--- src/rtl/assert_macros.svh ---
// Assertion helpers shared by the RTL files.
`ifndef ASSERT_MACROS_SVH
`define ASSERT_MACROS_SVH

// The expression must hold at every clock edge out of reset.
`define ASSERT_ALWAYS(lbl, clk, rstn, expr, msg) \
    lbl: assert property (@(posedge clk) disable iff (!rstn) (expr)) else $error(msg);

// The consequent must hold in the same cycle as the antecedent.
`define ASSERT_IMPLIES(lbl, clk, rstn, ante, cons, msg) \
    lbl: assert property (@(posedge clk) disable iff (!rstn) (ante) |-> (cons)) \
        else $error(msg);

// The consequent must hold in the cycle after the antecedent.
`define ASSERT_NEXT(lbl, clk, rstn, ante, cons, msg) \
    lbl: assert property (@(posedge clk) disable iff (!rstn) (ante) |=> (cons)) \
        else $error(msg);

`endif

--- src/rtl/swcd_pkg.sv ---
`timescale 1ns / 1ps
`default_nettype none

package swcd_pkg;

    localparam int CFG_IDX_W  = 3;
    localparam int CFG_DATA_W = 32;

    typedef enum logic [CFG_IDX_W-1:0] {
        CFG_LOUD_LEVEL       = 3'd0,
        CFG_CRY_HOLD_MS      = 3'd1,
        CFG_MOTION_SPAN_MS   = 3'd2,
        CFG_MOTION_TRIPS     = 3'd3,
        CFG_LULLABY_LIMIT    = 3'd4,
        CFG_DEBOUNCE_MS      = 3'd5,
        CFG_TEST_MODE        = 3'd6
    } cfg_idx_t;

    localparam logic [11:0] RST_LOUD_LEVEL       = 12'd2000;
    localparam logic [31:0] RST_CRY_HOLD_MS      = 32'd5000;
    localparam logic [31:0] RST_MOTION_SPAN_MS   = 32'd10000;
    localparam logic [7:0]  RST_MOTION_TRIPS     = 8'd3;
    localparam logic [7:0]  RST_LULLABY_LIMIT    = 8'd3;
    localparam logic [15:0] RST_DEBOUNCE_MS      = 16'd50;

    localparam logic [7:0]  EDGE_COUNT_MAX       = 8'd255;

    typedef struct packed {
        logic [11:0] loud_level;
        logic [31:0] cry_hold_ms;
        logic [31:0] motion_span_ms;
        logic [7:0]  motion_trips;
        logic [7:0]  lullaby_limit;
        logic [15:0] debounce_ms;
        logic        test_mode;
    } cfg_t;

    typedef struct packed {
        logic [31:0] now_ms;
        logic        button_level;
        logic        motion_level;
        logic [11:0] sound_sample;
        logic        playback_running;
    } in_t;

    typedef struct packed {
        logic       device_on;
        logic       warn_parent;
        logic       start_lullaby;
        logic       request_vibrate;
        logic       stop_playback;
        logic       alert_led;
        logic       test_motion;
        logic       test_sound;
        logic [7:0] lullabies_played;
    } out_t;

endpackage

`default_nettype wire

--- src/rtl/swcd_in_if.sv ---
`timescale 1ns / 1ps
`default_nettype none

interface swcd_in_if;
    import swcd_pkg::*;

    logic valid;
    logic ready;
    in_t  data;

    modport source (output valid, output data, input ready);
    modport sink   (input valid, input data, output ready);
endinterface

`default_nettype wire

--- src/rtl/swcd_out_if.sv ---
`timescale 1ns / 1ps
`default_nettype none

interface swcd_out_if;
    import swcd_pkg::*;

    logic valid;
    logic ready;
    out_t data;

    modport source (output valid, output data, input ready);
    modport sink   (input valid, input data, output ready);
endinterface

`default_nettype wire

--- src/rtl/sensor_wake_cry_detector.sv ---
`timescale 1ns / 1ps
`default_nettype none

`include "assert_macros.svh"

// Motion-armed cry detector that turns one sensor poll into one result beat.
// A poll is accepted in every cycle the output side keeps up; its result
// passes first through the input register and then through the result
// register. The rate of one poll per cycle, while the output side keeps up,
// is set by the state update, a combinational block of compares and counter
// steps between those two registers. Configuration writes take effect the cycle
// after cfg_we and are meant to happen while no beat is in flight.
module sensor_wake_cry_detector (
    input  wire logic                               clk,
    input  wire logic                               rst_n,
    input  wire logic                               cfg_we,
    input  wire logic [swcd_pkg::CFG_IDX_W-1:0]     cfg_index,
    input  wire logic [swcd_pkg::CFG_DATA_W-1:0]    cfg_wdata,
    swcd_in_if.sink                                 in_ch,
    swcd_out_if.source                              out_ch
);
    import swcd_pkg::*;

    cfg_t cfg;
    out_t res;

    logic s1_valid_reg, s1_valid_next;
    in_t  s1_data_reg;
    logic out_valid_reg, out_valid_next;
    out_t out_data_reg;
    logic advance;
    logic step;
    logic in_fire;

    assign advance      = !out_valid_reg || out_ch.ready;
    assign step         = s1_valid_reg && advance;
    assign in_ch.ready  = !s1_valid_reg || advance;
    assign in_fire      = in_ch.valid && in_ch.ready;

    swcd_cfg u_cfg (
        .clk       (clk),
        .rst_n     (rst_n),
        .cfg_we    (cfg_we),
        .cfg_index (cfg_index),
        .cfg_wdata (cfg_wdata),
        .cfg       (cfg)
    );

    swcd_core u_core (
        .clk     (clk),
        .rst_n   (rst_n),
        .step    (step),
        .in_data (s1_data_reg),
        .cfg     (cfg),
        .res     (res)
    );

    always_comb
    begin
        s1_valid_next = s1_valid_reg;
        if (in_fire)
        begin
            s1_valid_next = 1'b1;
        end
        else if (advance)
        begin
            s1_valid_next = 1'b0;
        end

        out_valid_next = out_valid_reg;
        if (advance)
        begin
            out_valid_next = s1_valid_reg;
        end
    end

    always_ff @(posedge clk or negedge rst_n)
    begin
        if (!rst_n)
        begin
            s1_valid_reg  <= 1'b0;
            out_valid_reg <= 1'b0;
        end
        else
        begin
            s1_valid_reg  <= s1_valid_next;
            out_valid_reg <= out_valid_next;
        end
    end

    always_ff @(posedge clk)
    begin
        if (in_fire)
        begin
            s1_data_reg <= in_ch.data;
        end
        if (step)
        begin
            out_data_reg <= res;
        end
    end

    assign out_ch.valid = out_valid_reg;
    assign out_ch.data  = out_data_reg;

    // A lullaby or a vibrate request always comes with the warning.
    `ASSERT_IMPLIES(a_action_warns, clk, rst_n, out_valid_reg && (out_data_reg.start_lullaby || out_data_reg.request_vibrate), out_data_reg.warn_parent, "action beat without warning")
    // The two follow-up actions exclude each other.
    `ASSERT_ALWAYS(a_action_excl, clk, rst_n, !(out_valid_reg && out_data_reg.start_lullaby && out_data_reg.request_vibrate), "lullaby and vibrate in one beat")
    // Warnings are only raised while the block is on.
    `ASSERT_IMPLIES(a_warn_on, clk, rst_n, out_valid_reg && out_data_reg.warn_parent, out_data_reg.device_on, "warning while off")
    // A stalled result beat is never overwritten by a new step.
    `ASSERT_IMPLIES(a_no_overrun, clk, rst_n, out_valid_reg && !out_ch.ready, !step, "result overwritten while stalled")

endmodule

`default_nettype wire

--- src/rtl/swcd_cfg.sv ---
`timescale 1ns / 1ps
`default_nettype none

module swcd_cfg (
    input  wire logic                               clk,
    input  wire logic                               rst_n,
    input  wire logic                               cfg_we,
    input  wire logic [swcd_pkg::CFG_IDX_W-1:0]     cfg_index,
    input  wire logic [swcd_pkg::CFG_DATA_W-1:0]    cfg_wdata,
    output swcd_pkg::cfg_t                          cfg
);
    import swcd_pkg::*;

    cfg_t cfg_reg;
    cfg_t cfg_next;

    always_comb
    begin
        cfg_next = cfg_reg;
        if (cfg_we)
        begin
            unique case (cfg_idx_t'(cfg_index))
                CFG_LOUD_LEVEL:       cfg_next.loud_level       = cfg_wdata[11:0];
                CFG_CRY_HOLD_MS:      cfg_next.cry_hold_ms      = cfg_wdata[31:0];
                CFG_MOTION_SPAN_MS:   cfg_next.motion_span_ms   = cfg_wdata[31:0];
                CFG_MOTION_TRIPS:     cfg_next.motion_trips     = cfg_wdata[7:0];
                CFG_LULLABY_LIMIT:    cfg_next.lullaby_limit    = cfg_wdata[7:0];
                CFG_DEBOUNCE_MS:      cfg_next.debounce_ms      = cfg_wdata[15:0];
                CFG_TEST_MODE:        cfg_next.test_mode        = cfg_wdata[0];
                default:              cfg_next = cfg_reg;
            endcase
        end
    end

    always_ff @(posedge clk or negedge rst_n)
    begin
        if (!rst_n)
        begin
            cfg_reg.loud_level       <= RST_LOUD_LEVEL;
            cfg_reg.cry_hold_ms      <= RST_CRY_HOLD_MS;
            cfg_reg.motion_span_ms   <= RST_MOTION_SPAN_MS;
            cfg_reg.motion_trips     <= RST_MOTION_TRIPS;
            cfg_reg.lullaby_limit    <= RST_LULLABY_LIMIT;
            cfg_reg.debounce_ms      <= RST_DEBOUNCE_MS;
            cfg_reg.test_mode        <= 1'b0;
        end
        else
        begin
            cfg_reg <= cfg_next;
        end
    end

    assign cfg = cfg_reg;

endmodule

`default_nettype wire

--- src/rtl/swcd_core.sv ---
`timescale 1ns / 1ps
`default_nettype none

`include "assert_macros.svh"

module swcd_core (
    input  wire logic            clk,
    input  wire logic            rst_n,
    input  wire logic            step,
    input  swcd_pkg::in_t        in_data,
    input  swcd_pkg::cfg_t       cfg,
    output swcd_pkg::out_t       res
);
    import swcd_pkg::*;

    logic        prev_button_reg,   prev_button_next;
    logic        stable_button_reg, stable_button_next;
    logic [31:0] btn_change_reg,    btn_change_next;
    logic        is_on_reg,         is_on_next;
    logic        prev_motion_reg,   prev_motion_next;
    logic [7:0]  edge_count_reg,    edge_count_next;
    logic [31:0] window_begin_reg,  window_begin_next;
    logic        window_valid_reg,  window_valid_next;
    logic        wake_armed_reg,    wake_armed_next;
    logic        loud_now_reg,      loud_now_next;
    logic [31:0] loud_begin_reg,    loud_begin_next;
    logic [7:0]  played_reg,        played_next;

    logic        loud;
    logic        rose;
    logic        expired;
    logic [31:0] btn_age;
    logic [31:0] window_age;
    logic [31:0] loud_age;

    assign loud       = in_data.sound_sample > cfg.loud_level;
    assign window_age = in_data.now_ms - window_begin_reg;
    assign loud_age   = in_data.now_ms - loud_begin_reg;
    assign btn_age    = in_data.now_ms - btn_change_next;
    assign rose       = in_data.motion_level & ~prev_motion_reg;
    assign expired    = window_age > cfg.motion_span_ms;

    always_comb
    begin
        prev_button_next   = prev_button_reg;
        stable_button_next = stable_button_reg;
        is_on_next         = is_on_reg;
        prev_motion_next   = prev_motion_reg;
        edge_count_next    = edge_count_reg;
        window_begin_next  = window_begin_reg;
        window_valid_next  = window_valid_reg;
        wake_armed_next    = wake_armed_reg;
        loud_now_next      = loud_now_reg;
        loud_begin_next    = loud_begin_reg;
        played_next        = played_reg;
        res                = '0;

        btn_change_next = (in_data.button_level != prev_button_reg) ? in_data.now_ms
                                                                     : btn_change_reg;

        if (cfg.test_mode)
        begin
            btn_change_next = btn_change_reg;
            res.test_motion = in_data.motion_level;
            res.test_sound  = loud;
            res.alert_led   = is_on_reg & in_data.playback_running;
        end
        else
        begin
            // A press is a debounced fall of the button level.
            if (btn_age > {16'd0, cfg.debounce_ms}
                && in_data.button_level != stable_button_reg)
            begin
                stable_button_next = in_data.button_level;
                if (!in_data.button_level)
                begin
                    is_on_next = ~is_on_reg;
                    if (is_on_reg)
                    begin
                        edge_count_next   = '0;
                        window_begin_next = '0;
                        window_valid_next = 1'b0;
                        wake_armed_next   = 1'b0;
                        loud_now_next     = 1'b0;
                        loud_begin_next   = '0;
                        played_next       = '0;
                        res.stop_playback = in_data.playback_running;
                    end
                end
            end
            prev_button_next = in_data.button_level;

            if (is_on_next)
            begin
                prev_motion_next = in_data.motion_level;
                if (in_data.motion_level)
                begin
                    if (!window_valid_reg || expired)
                    begin
                        window_begin_next = in_data.now_ms;
                        window_valid_next = 1'b1;
                        edge_count_next   = '0;
                    end
                    if (rose)
                    begin
                        if (edge_count_next != EDGE_COUNT_MAX)
                        begin
                            edge_count_next = edge_count_next + 8'd1;
                        end
                        if (edge_count_next >= cfg.motion_trips)
                        begin
                            wake_armed_next = 1'b1;
                        end
                    end
                end
                else if (window_valid_reg && expired)
                begin
                    window_valid_next = 1'b0;
                    window_begin_next = '0;
                    edge_count_next   = '0;
                end

                if (wake_armed_next && !in_data.playback_running)
                begin
                    if (loud)
                    begin
                        if (!loud_now_reg)
                        begin
                            loud_now_next   = 1'b1;
                            loud_begin_next = in_data.now_ms;
                        end
                        else if (loud_age >= cfg.cry_hold_ms)
                        begin
                            res.warn_parent = 1'b1;
                            if (played_reg < cfg.lullaby_limit)
                            begin
                                played_next       = played_reg + 8'd1;
                                res.start_lullaby = 1'b1;
                            end
                            else
                            begin
                                res.request_vibrate = 1'b1;
                            end
                            loud_now_next     = 1'b0;
                            wake_armed_next   = 1'b0;
                            window_valid_next = 1'b0;
                            window_begin_next = '0;
                        end
                    end
                    else
                    begin
                        loud_now_next = 1'b0;
                    end
                end
                res.alert_led = res.start_lullaby | in_data.playback_running;
            end
        end

        res.device_on        = is_on_next;
        res.lullabies_played = played_next;
    end

    always_ff @(posedge clk or negedge rst_n)
    begin
        if (!rst_n)
        begin
            prev_button_reg   <= 1'b0;
            stable_button_reg <= 1'b0;
            btn_change_reg    <= '0;
            is_on_reg         <= 1'b0;
            prev_motion_reg   <= 1'b0;
            edge_count_reg    <= '0;
            window_begin_reg  <= '0;
            window_valid_reg  <= 1'b0;
            wake_armed_reg    <= 1'b0;
            loud_now_reg      <= 1'b0;
            loud_begin_reg    <= '0;
            played_reg        <= '0;
        end
        else if (step)
        begin
            prev_button_reg   <= prev_button_next;
            stable_button_reg <= stable_button_next;
            btn_change_reg    <= btn_change_next;
            is_on_reg         <= is_on_next;
            prev_motion_reg   <= prev_motion_next;
            edge_count_reg    <= edge_count_next;
            window_begin_reg  <= window_begin_next;
            window_valid_reg  <= window_valid_next;
            wake_armed_reg    <= wake_armed_next;
            loud_now_reg      <= loud_now_next;
            loud_begin_reg    <= loud_begin_next;
            played_reg        <= played_next;
        end
    end

    // Test mode must leave the detection state alone; the on state, lullaby count and edge count are checked.
    `ASSERT_NEXT(a_test_frozen, clk, rst_n, step && cfg.test_mode, $stable(is_on_reg) && $stable(played_reg) && $stable(edge_count_reg), "state changed in test mode")
    // Being off means the detection state was cleared.
    `ASSERT_IMPLIES(a_off_clear, clk, rst_n, !is_on_reg, !wake_armed_reg && played_reg == 8'd0 && !window_valid_reg, "detection state kept while off")
    // A confirmed cry needs an armed wake before the step.
    `ASSERT_IMPLIES(a_warn_armed, clk, rst_n, step && res.warn_parent, wake_armed_reg && loud_now_reg, "warning without armed wake")

endmodule

`default_nettype wire
--- src/flat_wrapper.sv ---
// flat-port wrapper written by rule: the top's interface ports become plain ports
module sensor_wake_cry_detector_flat import swcd_pkg::*;
  (clk, rst_n, cfg_we, cfg_index, cfg_wdata, in_ch_valid, in_ch_data, in_ch_ready, out_ch_valid, out_ch_data, out_ch_ready);
  swcd_in_if in_ch_i ();
  swcd_out_if out_ch_i ();
  input  wire logic clk;
  input  wire logic rst_n;
  input  wire logic cfg_we;
  input  wire logic [swcd_pkg::CFG_IDX_W-1:0] cfg_index;
  input  wire logic [swcd_pkg::CFG_DATA_W-1:0] cfg_wdata;
  input wire logic [$bits(in_ch_i.valid)-1:0] in_ch_valid;
  input wire logic [$bits(in_ch_i.data)-1:0] in_ch_data;
  output wire logic [$bits(in_ch_i.ready)-1:0] in_ch_ready;
  output wire logic [$bits(out_ch_i.valid)-1:0] out_ch_valid;
  output wire logic [$bits(out_ch_i.data)-1:0] out_ch_data;
  input wire logic [$bits(out_ch_i.ready)-1:0] out_ch_ready;
  assign in_ch_i.valid = in_ch_valid;
  assign in_ch_i.data = in_ch_data;
  assign in_ch_ready = in_ch_i.ready;
  assign out_ch_valid = out_ch_i.valid;
  assign out_ch_data = out_ch_i.data;
  assign out_ch_i.ready = out_ch_ready;
  sensor_wake_cry_detector u_core (.clk(clk), .rst_n(rst_n), .cfg_we(cfg_we), .cfg_index(cfg_index), .cfg_wdata(cfg_wdata), .in_ch(in_ch_i), .out_ch(out_ch_i));
endmodule
--- config.mk ---
export PLATFORM = sky130hd
export DESIGN_NAME = sensor_wake_cry_detector_flat
export DESIGN_NICKNAME = d
export VERILOG_FILES = /design/src/rtl/swcd_pkg.sv /design/src/rtl/swcd_in_if.sv /design/src/rtl/swcd_out_if.sv /design/src/rtl/sensor_wake_cry_detector.sv /design/src/rtl/swcd_cfg.sv /design/src/rtl/swcd_core.sv /design/src/flat_wrapper.sv
export VERILOG_INCLUDE_DIRS = /design/src /design/src/rtl
export SDC_FILE = /design/constraint.sdc
export NUM_CORES = 1
export LEC_CHECK = 0
export BUFFER_PORTS_ARGS = -buffer_cell sky130_fd_sc_hd__buf_4
export CAP_MARGIN = 5
export CORE_UTILIZATION = 42
export CTS_CLUSTER_DIAMETER = 80
export DETAILED_ROUTE_END_ITERATION = 16
export PLACE_DENSITY_LB_ADDON = 0.1
export SYNTH_ARGS = -nofsm -noshare
export SYNTH_HDL_FRONTEND = slang
export SYNTH_SLANG_ARGS = --single-unit
export TNS_END_PERCENT = 30
--- constraint.sdc ---
create_clock -name clk -period 19.9 [get_ports clk]
set_input_delay 2.985 -clock clk [delete_from_list [all_inputs] [get_ports clk]]
set_output_delay 2.985 -clock clk [all_outputs]
set_load 0.02 [all_outputs]
==> run metrics <==
outcome=finished clean; CP Data Required Time=20,330 ps; DP Wirelength=40,300 um; Arrival @ worst endpoint=11,390 ps; slowest stage delay, CP=710 ps; Hold EP=u_core.out_ch.valid; crit path max fanout=62; Starting Density=42.6%; RSZ-0062 raised after global routing=false; Util after Layout=48.1%; RePlAce Congestion=0.887; # DRC=0; Area Growth Syn to Fin=12.9%; number of DRC markers in iteration 0=943; CP most frequent cell=ha_1; DR vias=15,619; top cells by area, synth=dfrtp_1 26%, ha_1 12%, edfxtp_1 9.5%, inv_1 4.4%, o21ai_0 3.9%; synth unique cells=91; Avg Vias per Cell=5.48; layout cells sized above 1=13.6%; Worst-path clk slew=60 ps; residual overflow from global routing=0; Post-synth EDFFs=63; largest net degree at the start of global routing=110; clock root buffer master=clkbuf_16; # setup viols final=0; die area=0.0481 sq mm; CP max stage cell=dfrtp_1; Syn Inst Count=2,131; top_reg_cell synth=dfrtp_1; Nets=2,495; Max Fclk=0.0912 GHz; Final Hold Viols=0; Final period util=55.1%; Num CTS Buffers=38; Clock Tree Buf Depth=3; gr usage total=23.4%; crit start category=flip-flop; Crit. End Element=flip-flop; post-synthesis instance area=0.0198 sq mm; chip height=219 um; start point of the critical path=u_core.u_cfg.cfg[0]; max FFs per register=109; Post-Syn Nets=2,412; max-slew violation count=0; # IOs=105; first-pass GRT wire length=87,900 um; r2r endpoint=u_core.out_ch.data[0]; PD cells=127 mW/mm^2; Worst R2R Setup Slack=8930 ps; maxcap violations=0; drt first pass iters=5; post-layout min period=10,970 ps; Worst-Skew Late Latency=560 ps; H-tree levels=2; post-synthesis sequential area ratio=38.7%; CTS-repair resized insts=0; cell accounting for the most synthesized area=dfrtp_1; Max IR drop VDD=79.3 uV; Synth top area share=26.1%; ant diodes=0; Clock Skew=25.3 ps; post-route antenna net violation count=0; Worst-Margin Slew=1160 ps; ys async rst share=78.5%; Avg WL per Cell=19.3 um; Hold Path Stages=1; # clock sinks=293; number of global-route vias before repair=15,891; HP Start=u_core.s1_valid_reg; FF-to-FF path depth=45; Post-CTS Setup Inserts=0; Die W=219 um; worst hold-check path type=flip-flop to flip-flop; worst r2r src=u_core.u_cfg.cfg[0]; initial antenna violation count=0; row count=79; Slew Limit Headroom=22.3%; count of hold-fix buffers inserted at cts=0; Synth warnings=0; Post-Route WL=55,000 um; CTS tree=done; Final Hold Slack=491 ps; Synth Register Bits=293; setup total negative slack=0 ps; CORE AREA=0.0466 sq mm; leakage power=9.80 nW; crit path kind=flip-flop to flip-flop; Syn Area/Cell=9.31 sq um; Port-buffer cells=104
metrics by stage:
step / setup slack [ps] / instances / area (sq um) / total power [mW]
CTS: 8960 / 2848 / 22400 / 2.87
finish: 8930 / 2848 / 22400 / 2.85
global placement: 9140 / 2781 / 21200 / 2.16
global route: 7820 / 2848 / 22400 / 3.08
floorplan: 10520 / 2131 / 19800 / 1.82
detailed placement: 8990 / 2781 / 21200 / 2.18
worst max path at each step:
stage | endpoint | cells after the start
2_1_floorplan | u_core.out_ch.data[3] | 49
3_3_place_gp | u_core.out_ch.data[0] | 46
3_5_place_dp | u_core.out_ch.data[0] | 45
4_1_cts | u_core.out_ch.data[0] | 46
5_1_grt | u_core.out_ch.data[0] | 44
6_report | u_core.out_ch.data[0] | 45
report_power, final:
group / switching, mW / leakage [nW] / total [mW] / internal [mW]
logic: 0.773 / 5.72 / 1.34 / 0.563
clock network: 0.270 / 0.605 / 0.673 / 0.403
registers: 0.0945 / 3.47 / 0.845 / 0.750
total: 1.14 / 9.80 / 2.85 / 1.72
placed cells by master (no fill, tap or decap), types with 37 or more instances in the layout:
cell type	instances
edfxtp_1	63
buf_4	117
nand2_1	183
nand3_1	40
clkbuf_16	40
mux2_2	62
ha_1	192
a21oi_1	121
a21o_1	64
dfrtp_1	207
inv_1	233
nor2_1	126
mux2i_1	37
xnor2_1	61
nor3_1	45
o21ai_0	153
cell type report:
cell class                      instances  area [sq um]
Clock buffer                           55          1120
Clock inverter                         12          96.3
Fill cell                            4446         24200
Inverter                              233           875
Multi-Input combinational cell       1530         11000
Sequential cell                       293          7680
Tap cell                              607           759
Timing Repair Buffer                  118           893
synthesized netlist by cell type, drive strengths merged (9+ instances only):
library cell  count
nor2            128
inv             233
a31oi            13
a21o             64
and3             14
nor2b            29
nand2           184
dfrtp           207
o21a             32
nand2b           32
ha              192
a211oi           16
edfxtp           63
nor3             46
clkbuf           53
nand3            40
or2              17
or3               9
buf              22
and2             11
xor2             23
a31o              9
a2111oi          10
a21oi           123
o21bai           13
nand4            28
xnor2            63
a22o             35
o21ai           153
mux2i            37
dfstp            23
o211ai           12
mux2             63
nor4              9
worst max-delay path, delay by kind of cell, from the launching register on:
family	cells	cell delay, ps
fa+ha+maj	5	1250
buf+inv	5	1210
flops	1	710
mux	1	260
xor+xnor	2	380
compound gates	13	2260
simple gates	19	4710
kinds of logic after synthesis:
family	Yosys count	share of synthesized area, %
AO/OA/AOI/OAI	561	18.6
multiplexers	100	5.46
XOR/XNOR	86	3.93
AND/OR/NAND/NOR	583	14.5
adder cells (fa/ha/maj)	200	12.6
flip-flops	293	38.7
buffers and inverters	308	6.16
metal layers:
metal  track usage (%)  part of all wire, %  up-vias  routed length, um
li1                  -                    -     7734                  -
met1              31.0                   47     7523              25800
met2              40.0                   48      295              26200
met3              2.84                  3.6       67               1960
met4              6.39                  2.0        0               1110
met5                 0                    0        -                  0
No activity file was read; power rests on OpenSTA's default activity.
